--- config.mk ---
export PLATFORM = sky130hd
export DESIGN_NAME = switch_debounce_press_classifier_flat
export DESIGN_NICKNAME = d
export VERILOG_FILES = /design/src/swdpc_pkg.sv /design/src/swdpc_if.sv /design/src/swdpc_core.sv /design/src/switch_debounce_press_classifier.sv /design/src/flat_wrapper.sv
export SDC_FILE = /design/constraint.sdc
export NUM_CORES = 1
export LEC_CHECK = 0
export BUFFER_PORTS_ARGS = -buffer_cell sky130_fd_sc_hd__buf_4
export CAP_MARGIN = 10
export CORE_MARGIN = 4
export CORE_UTILIZATION = 65
export CTS_BUF_LIST = sky130_fd_sc_hd__clkbuf_8
export DETAILED_ROUTE_END_ITERATION = 8
export PLACE_DENSITY = 0.94
export SYNTH_ARGS = -nofsm -noshare
export SYNTH_HDL_FRONTEND = slang
export SYNTH_SLANG_ARGS = --single-unit
--- constraint.sdc ---
create_clock -name clk -period 5.88 [get_ports clk]
set_input_delay 0.882 -clock clk [delete_from_list [all_inputs] [get_ports clk]]
set_output_delay 0.882 -clock clk [all_outputs]
set_load 0.01 [all_outputs]
--- src/swdpc_pkg.sv ---
// ----------------------------------------------------------------------------
// swdpc_pkg
// Shared types, codes and constants for the switch debounce press classifier.
// ----------------------------------------------------------------------------
package swdpc_pkg;

  // Width of the sampled pin history
  localparam int HISTORY_BITS = 8;

  // Width of k * tick_ms products used to derive the press window
  localparam int PROD_W = 8 + $clog2(HISTORY_BITS + 1);

  // Configuration register widths
  localparam int CFG_IDX_W  = 2;
  localparam int CFG_DATA_W = 16;

  // Configuration register indexes
  localparam logic [CFG_IDX_W-1:0] REG_TICK_MS       = 2'd0;
  localparam logic [CFG_IDX_W-1:0] REG_PRESS_MS      = 2'd1;
  localparam logic [CFG_IDX_W-1:0] REG_LONG_PRESS_MS = 2'd2;
  localparam logic [CFG_IDX_W-1:0] REG_OPEN_PATTERN  = 2'd3;

  // Configuration reset values
  localparam logic [7:0]  TICK_MS_RST       = 8'd1;
  localparam logic [7:0]  PRESS_MS_RST      = 8'd50;
  localparam logic [15:0] LONG_PRESS_MS_RST = 16'd3000;
  localparam logic [7:0]  OPEN_PATTERN_RST  = 8'hFF;

  // Saturation limit for the held time
  localparam logic [15:0] HELD_MAX = 16'hFFFF;

  // Operation codes
  localparam logic OP_TICK = 1'b0;
  localparam logic OP_READ = 1'b1;

  // Debounce phases
  typedef enum logic [1:0] {
    PH_OPEN     = 2'd0,
    PH_PRESSED  = 2'd1,
    PH_RELEASED = 2'd2
  } phase_t;

  // Press classification codes
  typedef enum logic [1:0] {
    EV_NONE  = 2'd0,
    EV_SHORT = 2'd1,
    EV_LONG  = 2'd2
  } press_ev_t;

  // Configuration set handed to the core
  typedef struct packed {
    logic [7:0]  tick_ms;
    logic [7:0]  press_ms;
    logic [15:0] long_press_ms;
    logic [7:0]  open_pattern;
  } cfg_t;

endpackage

--- src/swdpc_if.sv ---
// ----------------------------------------------------------------------------
// swdpc interfaces
// Valid/ready channels for input items, result items and configuration writes.
// ----------------------------------------------------------------------------
interface swdpc_in_if;
  logic valid;
  logic ready;
  logic operation;
  logic pin_level;

  modport source (output valid, output operation, output pin_level, input ready);
  modport sink   (input valid, input operation, input pin_level, output ready);
endinterface

interface swdpc_out_if;
  logic       valid;
  logic       ready;
  logic [1:0] press_event;

  modport source (output valid, output press_event, input ready);
  modport sink   (input valid, input press_event, output ready);
endinterface

interface swdpc_cfg_if;
  logic                            valid;
  logic                            ready;
  logic [swdpc_pkg::CFG_IDX_W-1:0]  index;
  logic [swdpc_pkg::CFG_DATA_W-1:0] data;

  modport source (output valid, output index, output data, input ready);
  modport sink   (input valid, input index, input data, output ready);
endinterface

--- src/swdpc_core.sv ---
// ----------------------------------------------------------------------------
// swdpc_core
// Debounce state: pin history, phase, held time and latched press event.
// Updates on each accepted transaction and returns that item's result.
// ----------------------------------------------------------------------------
module swdpc_core (
  input  logic                clk,
  input  logic                rst,
  input  swdpc_pkg::cfg_t     cfg,
  input  logic                step,
  input  logic                operation,
  input  logic                pin_level,
  output logic [1:0]          press_event
);

  localparam int HB = swdpc_pkg::HISTORY_BITS;
  localparam int PW = swdpc_pkg::PROD_W;

  logic [HB-1:0]        history, history_next;
  swdpc_pkg::phase_t    phase, phase_next;
  logic [15:0]          held_ms, held_ms_next;
  swdpc_pkg::press_ev_t latched, latched_next;

  logic [HB:0]   ge;
  logic [HB-1:0] mask;
  logic [HB-1:0] window;
  logic [HB-1:0] hist_shift;
  logic [HB-1:0] open_cmp;
  logic [16:0]   held_sum;

  // Press window: n = press_ms / tick_ms as a thermometer of n >= k compares
  always_comb begin
    for (int k = 0; k <= HB; k++) begin
      ge[k] = ({{(PW-8){1'b0}}, cfg.press_ms} >= (PW'(k) * {{(PW-8){1'b0}}, cfg.tick_ms}));
    end
    for (int k = 0; k < HB; k++) begin
      mask[k] = ge[k] & ~ge[k+1];
    end
  end

  assign window = mask | (mask - {{(HB-1){1'b0}}, 1'b1});

  // Open pattern restricted or zero-extended to the history width
  always_comb begin
    for (int i = 0; i < HB; i++) begin
      open_cmp[i] = (i < 8) ? cfg.open_pattern[i % 8] : 1'b0;
    end
  end

  assign hist_shift = {history[HB-2:0], pin_level};
  assign held_sum   = {1'b0, held_ms} + {9'd0, cfg.tick_ms};

  // Next state for one transaction
  always_comb begin
    history_next = history;
    phase_next   = phase;
    held_ms_next = held_ms;
    latched_next = latched;
    press_event  = swdpc_pkg::EV_NONE;
    if (operation == swdpc_pkg::OP_READ) begin
      press_event  = latched;
      latched_next = swdpc_pkg::EV_NONE;
    end else begin
      history_next = hist_shift;
      unique case (phase)
        swdpc_pkg::PH_OPEN: begin
          if ((hist_shift & window) == mask) begin
            phase_next   = swdpc_pkg::PH_PRESSED;
            held_ms_next = {8'd0, cfg.press_ms};
            history_next = '0;
          end
        end
        swdpc_pkg::PH_PRESSED: begin
          if (hist_shift == '0) begin
            held_ms_next = held_sum[16] ? swdpc_pkg::HELD_MAX : held_sum[15:0];
          end else begin
            phase_next   = swdpc_pkg::PH_RELEASED;
            latched_next = (held_ms >= cfg.long_press_ms) ? swdpc_pkg::EV_LONG
                                                          : swdpc_pkg::EV_SHORT;
            held_ms_next = '0;
          end
        end
        swdpc_pkg::PH_RELEASED: begin
          if (hist_shift == open_cmp) begin
            phase_next = swdpc_pkg::PH_OPEN;
          end
        end
        default: begin
          phase_next = phase;
        end
      endcase
    end
  end

  // State registers
  always_ff @(posedge clk) begin
    if (rst) begin
      history <= '1;
      phase   <= swdpc_pkg::PH_OPEN;
      held_ms <= '0;
      latched <= swdpc_pkg::EV_NONE;
    end else if (step) begin
      history <= history_next;
      phase   <= phase_next;
      held_ms <= held_ms_next;
      latched <= latched_next;
    end
  end

endmodule

--- src/switch_debounce_press_classifier.sv ---
// ----------------------------------------------------------------------------
// switch_debounce_press_classifier
// Active-low switch debouncer that classifies presses as short or long.
//
//   Channel  Dir  Payload                         Notes
//   in_ch    in   operation, pin_level            tick or read-and-clear
//   out_ch   out  press_event                     one result per input item
//   cfg      in   index, data                     always ready
//
// One item per cycle; each result appears in the output register the cycle
// after its transaction. State updates at acceptance, so the next item sees it.
// Input is ready whenever the output register is empty or being drained.
// Synchronous reset restores history all ones, phase open, default registers.
// ----------------------------------------------------------------------------
module switch_debounce_press_classifier (
  input logic          clk,
  input logic          rst,
  swdpc_in_if.sink     in_ch,
  swdpc_out_if.source  out_ch,
  swdpc_cfg_if.sink    cfg
);

  swdpc_pkg::cfg_t cfg_regs;
  logic            in_fire;
  logic [1:0]      core_event;
  logic            out_valid;
  logic [1:0]      out_event;

  // Configuration writes
  assign cfg.ready = 1'b1;

  always_ff @(posedge clk) begin
    if (rst) begin
      cfg_regs.tick_ms       <= swdpc_pkg::TICK_MS_RST;
      cfg_regs.press_ms      <= swdpc_pkg::PRESS_MS_RST;
      cfg_regs.long_press_ms <= swdpc_pkg::LONG_PRESS_MS_RST;
      cfg_regs.open_pattern  <= swdpc_pkg::OPEN_PATTERN_RST;
    end else if (cfg.valid) begin
      unique case (cfg.index)
        swdpc_pkg::REG_TICK_MS:       cfg_regs.tick_ms       <= cfg.data[7:0];
        swdpc_pkg::REG_PRESS_MS:      cfg_regs.press_ms      <= cfg.data[7:0];
        swdpc_pkg::REG_LONG_PRESS_MS: cfg_regs.long_press_ms <= cfg.data;
        swdpc_pkg::REG_OPEN_PATTERN:  cfg_regs.open_pattern  <= cfg.data[7:0];
        default: begin
        end
      endcase
    end
  end

  // Input handshake
  assign in_ch.ready = ~out_valid | out_ch.ready;
  assign in_fire     = in_ch.valid & in_ch.ready;

  swdpc_core u_core (
    .clk         (clk),
    .rst         (rst),
    .cfg         (cfg_regs),
    .step        (in_fire),
    .operation   (in_ch.operation),
    .pin_level   (in_ch.pin_level),
    .press_event (core_event)
  );

  // Result register
  always_ff @(posedge clk) begin
    if (rst) begin
      out_valid <= 1'b0;
    end else if (in_fire) begin
      out_valid <= 1'b1;
    end else if (out_ch.ready) begin
      out_valid <= 1'b0;
    end
  end

  always_ff @(posedge clk) begin
    if (in_fire) begin
      out_event <= core_event;
    end
  end

  assign out_ch.valid       = out_valid;
  assign out_ch.press_event = out_event;

endmodule
--- src/flat_wrapper.sv ---
// flat-port wrapper written by rule: the top's interface ports become plain ports
module switch_debounce_press_classifier_flat 
  (clk, rst, in_ch_valid, in_ch_operation, in_ch_pin_level, in_ch_ready, out_ch_valid, out_ch_press_event, out_ch_ready, cfg_valid, cfg_index, cfg_data, cfg_ready);
  swdpc_in_if in_ch_i ();
  swdpc_out_if out_ch_i ();
  swdpc_cfg_if cfg_i ();
  input logic clk;
  input logic rst;
  input wire logic [$bits(in_ch_i.valid)-1:0] in_ch_valid;
  input wire logic [$bits(in_ch_i.operation)-1:0] in_ch_operation;
  input wire logic [$bits(in_ch_i.pin_level)-1:0] in_ch_pin_level;
  output wire logic [$bits(in_ch_i.ready)-1:0] in_ch_ready;
  output wire logic [$bits(out_ch_i.valid)-1:0] out_ch_valid;
  output wire logic [$bits(out_ch_i.press_event)-1:0] out_ch_press_event;
  input wire logic [$bits(out_ch_i.ready)-1:0] out_ch_ready;
  input wire logic [$bits(cfg_i.valid)-1:0] cfg_valid;
  input wire logic [$bits(cfg_i.index)-1:0] cfg_index;
  input wire logic [$bits(cfg_i.data)-1:0] cfg_data;
  output wire logic [$bits(cfg_i.ready)-1:0] cfg_ready;
  assign in_ch_i.valid = in_ch_valid;
  assign in_ch_i.operation = in_ch_operation;
  assign in_ch_i.pin_level = in_ch_pin_level;
  assign in_ch_ready = in_ch_i.ready;
  assign out_ch_valid = out_ch_i.valid;
  assign out_ch_press_event = out_ch_i.press_event;
  assign out_ch_i.ready = out_ch_ready;
  assign cfg_i.valid = cfg_valid;
  assign cfg_i.index = cfg_index;
  assign cfg_i.data = cfg_data;
  assign cfg_ready = cfg_i.ready;
  switch_debounce_press_classifier u_core (.clk(clk), .rst(rst), .in_ch(in_ch_i), .out_ch(out_ch_i), .cfg(cfg_i));
endmodule
==> flow_metrics.py <==
metrics = {
    "run_status": {
        "status": "finished, final reports clean",
    },
    "synthesis": {
        "ys.warnings.count": 0,
        "ys_ff_latch": 70,
        "netlist_top_cells_area": "dfxtp_1 22%, ha_1 22%, nand2_1 4.4%",
        "ys_types": 68,
        "synthArstFlopShare_pct": 0,
        "ys_seq_area_share_pct": 22.9,
        "synth-edff-count": 2,
        "yosys.area.top_type_share_pct": 21.9,
        "yosysTopAreaCell": "dfxtp_1",
        "syn-num-nets": 882,
        "syn_area_per_cell_um2": 8.41,
        "syn_inst": 738,
        "synth_ff_type": "dfxtp_1",
        "synth_area_um2": 6210,
    },
    "sta": {
        "period_share_pct": 88.3,
        "setup_violations": 0,
        "fmax_ghz": 0.193,
        "setup_slack_ns": 0.691,
        "min_period_ns": 5.19,
        "skew_ns": 0.0105,
        "hold_viol": 0,
        "fin_tns_setup_ns": 0,
        "slew_headroom_pct": 25.8,
        "max_slew.worst_pin.slew_ns": 1.10,
        "maxSlewViolCount": 0,
        "rsz0062_at_grt": "no",
    },
    "cts": {
        "cts.sinks": 70,
        "cts-root-buf": "clkbuf_8",
        "cts.path.max_buffers": 2,
        "post_cts_resized": 0,
        "cts.hold.buffers_added": 0,
        "postCtsSetupBuffers": 0,
        "clk_latency_ns": 0.35,
        "clkTransAtPathRegs_ns": 0.08,
        "cts_made_buffers": 9,
        "cts_tree": "built",
        "htree_num_levels": 3,
    },
    "final_layout": {
        "multiInputGateArea_um2": 4490,
        "fin_area_um2": 6740,
        "fillerInstances": 631,
        "fin_util_pct": 72.6,
        "regArea_um2": 1420,
        "nets": 903,
        "diodes": 0,
        "final_common_cell": "ha_1",
        "final_cell_mix": "108 x ha_1, 73 x nand2_1, 68 x dfxtp_1",
        "drive_gt1_share_pct": 8.51,
        "syn2layout_area_growth_pct": 8.50,
    },
    "power": {
        "vdd.ir_drop.worst_mv": 0.249,
        "p_leak_nw": 3.14,
        "power-per-cell-area_nw_per_um2": 190,
    },
    "placed_design": {
        "gp_congestion": 0.944,
        "post-place-ws_ns": 0.709,
        "postPlaceCellArea_um2": 6520,
        "portBuffers": 28,
        "hpwl_mm": 12.8,
    },
    "grt": {
        "grt_max_degree": 66,
        "grt_pass1_vias": 5919,
        "grt.total_usage_pct": 30.9,
        "antenna_found_initial": 0,
        "grt_first_pass_wirelength_mm": 28.0,
        "grt_overflow": 0,
    },
    "worst_setup_path": {
        "cp.required_ns": 6.12,
        "worstPathMaxFanout": 16,
        "critPathKind": "flop to flop",
        "end_kind": "flop",
        "startpoint_type": "flop",
        "worstPathArrival_ns": 5.43,
    },
    "floorplan": {
        "die_area_um2": 11200,
        "rows": 35,
        "boundaryPins": 30,
        "die_x_um": 106,
        "initial_utilization_pct": 66.9,
        "core_area_um2": 9280,
        "die_h_um": 106,
    },
    "drt": {
        "first_pass_iters": 5,
        "drt_iter0_drc": 575,
        "ant_nets": 0,
        "wl_met1_mm": 6.62,
        "wl_met3_mm": 1.75,
        "wl_per_cell_um": 19.1,
        "via_per_inst": 6.64,
        "route.top_layer_used": "met4",
        "drc": 0,
        "vias": 5932,
        "wl_mm": 17.1,
        "wl_met2_mm": 8.02,
    },
    "min_path": {
        "min_path_type": "flop to flop",
    },
    "flow_run": {
        "maxCapViolations": 0,
    },
}
path summary, 6_finish.rpt:
| check | from | end | slack, ns | cells after the start |
|---|---|---|---|---|
| worst max-delay path | u_core.cfg_regs[34] | u_core.u_core.phase[0] | 0.69 | 18 |
| worst min-delay path | u_core.cfg_regs[20] | u_core.cfg_regs[20] | 0.46 | 2 |
| worst max register to register | u_core.cfg_regs[34] | u_core.u_core.phase[0] | 0.69 | 18 |
| worst min register to register | u_core.cfg_regs[20] | u_core.cfg_regs[20] | 0.46 | 2 |
cell type report:
type | count | area share (%)
multi-input combinational | 589 | 66.6
inverter | 57 | 3.18
tap | 129 | 2.40
clock buffer | 9 | 1.84
clock inverter | 7 | 1.34
sequential | 70 | 21.1
timing repair buffer | 32 | 3.57
metrics by stage:
step,instances,power [mW],hold slack (ns)
2_1_floorplan,738,0.761,0.432
3_3_place_gp,877,0.832,0.441
3_5_place_dp,877,0.854,0.448
4_1_cts,893,1.27,0.459
5_1_grt,893,1.33,0.484
6_report,893,1.28,0.464
registers in the layout (all words and copies together) (netlist names):
register,count
u_core.u_core.latched,2
u_core.out_ch.valid,1
u_core.u_core.held_ms,16
u_core.u_core.phase,2
u_core.out_ch.press_event,2
u_core.cfg_regs,40
u_core.u_core.history,7
kinds of logic (layout without fill, tap and decap cells):
kind of cell    after synthesis  after routing  synth area share [%]
simple gates                232            232                  19.3
compound gates              199            199                  21.8
fa+ha+maj                   120            120                  25.5
buf+inv                      79            105                  4.86
flops                        70             70                  22.9
xor+xnor                     24             24                  3.39
mux                          13             13                  2.18
other cells                   1              1                0.0604
where the power goes:
part	internal (mW)	switching, mW	leakage, nW
registers	0.495	0.0289	0.574
clock network	0.237	0.188	0.112
logic	0.142	0.191	2.45
total	0.873	0.408	3.14
worst max-delay path: stages, from the launching register on:
cell and delay, ns:
dfxtp_1 0.62, fa_1 0.52, ha_1 0.31, a21o_1 0.19, a21oi_2 0.20, o21bai_1 0.08, a21oi_1 0.17, xor2_1 0.09
ha_1 0.29, and3_1 0.18, nand3_1 0.09, o21a_1 0.20, a2111oi_4 0.47, or3b_1 0.39, o221ai_1 0.07, and4bb_2 0.30
a21o_1 0.38, and3_4 0.25, mux2_4 0.29
routing by layer:
layer | up-vias | GRT usage (%)
met5 | - | 0
met4 | 0 | 15.1
met3 | 77 | 5.08
met2 | 376 | 52.1
met1 | 2760 | 38.3
li1 | 2719 | -
cell usage after synthesis, drive strengths merged (5+ instances only):
library cell / count
o21bai: 5
nor3: 7
nor2b: 9
a21oi: 55
o21ai: 34
clkbuf: 18
or2: 6
o31ai: 6
inv: 57
nand4: 16
nand3: 14
a21o: 25
nand2b: 10
a31oi: 16
ha: 108
o211ai: 9
and2: 7
mux2i: 12
o21a: 7
xnor2: 16
nand2: 73
xor2: 8
nor2: 48
dfxtp: 68
a221o: 8
a211oi: 14
nand3b: 18
fa: 11
No activity file was read; power rests on OpenSTA's default activity.
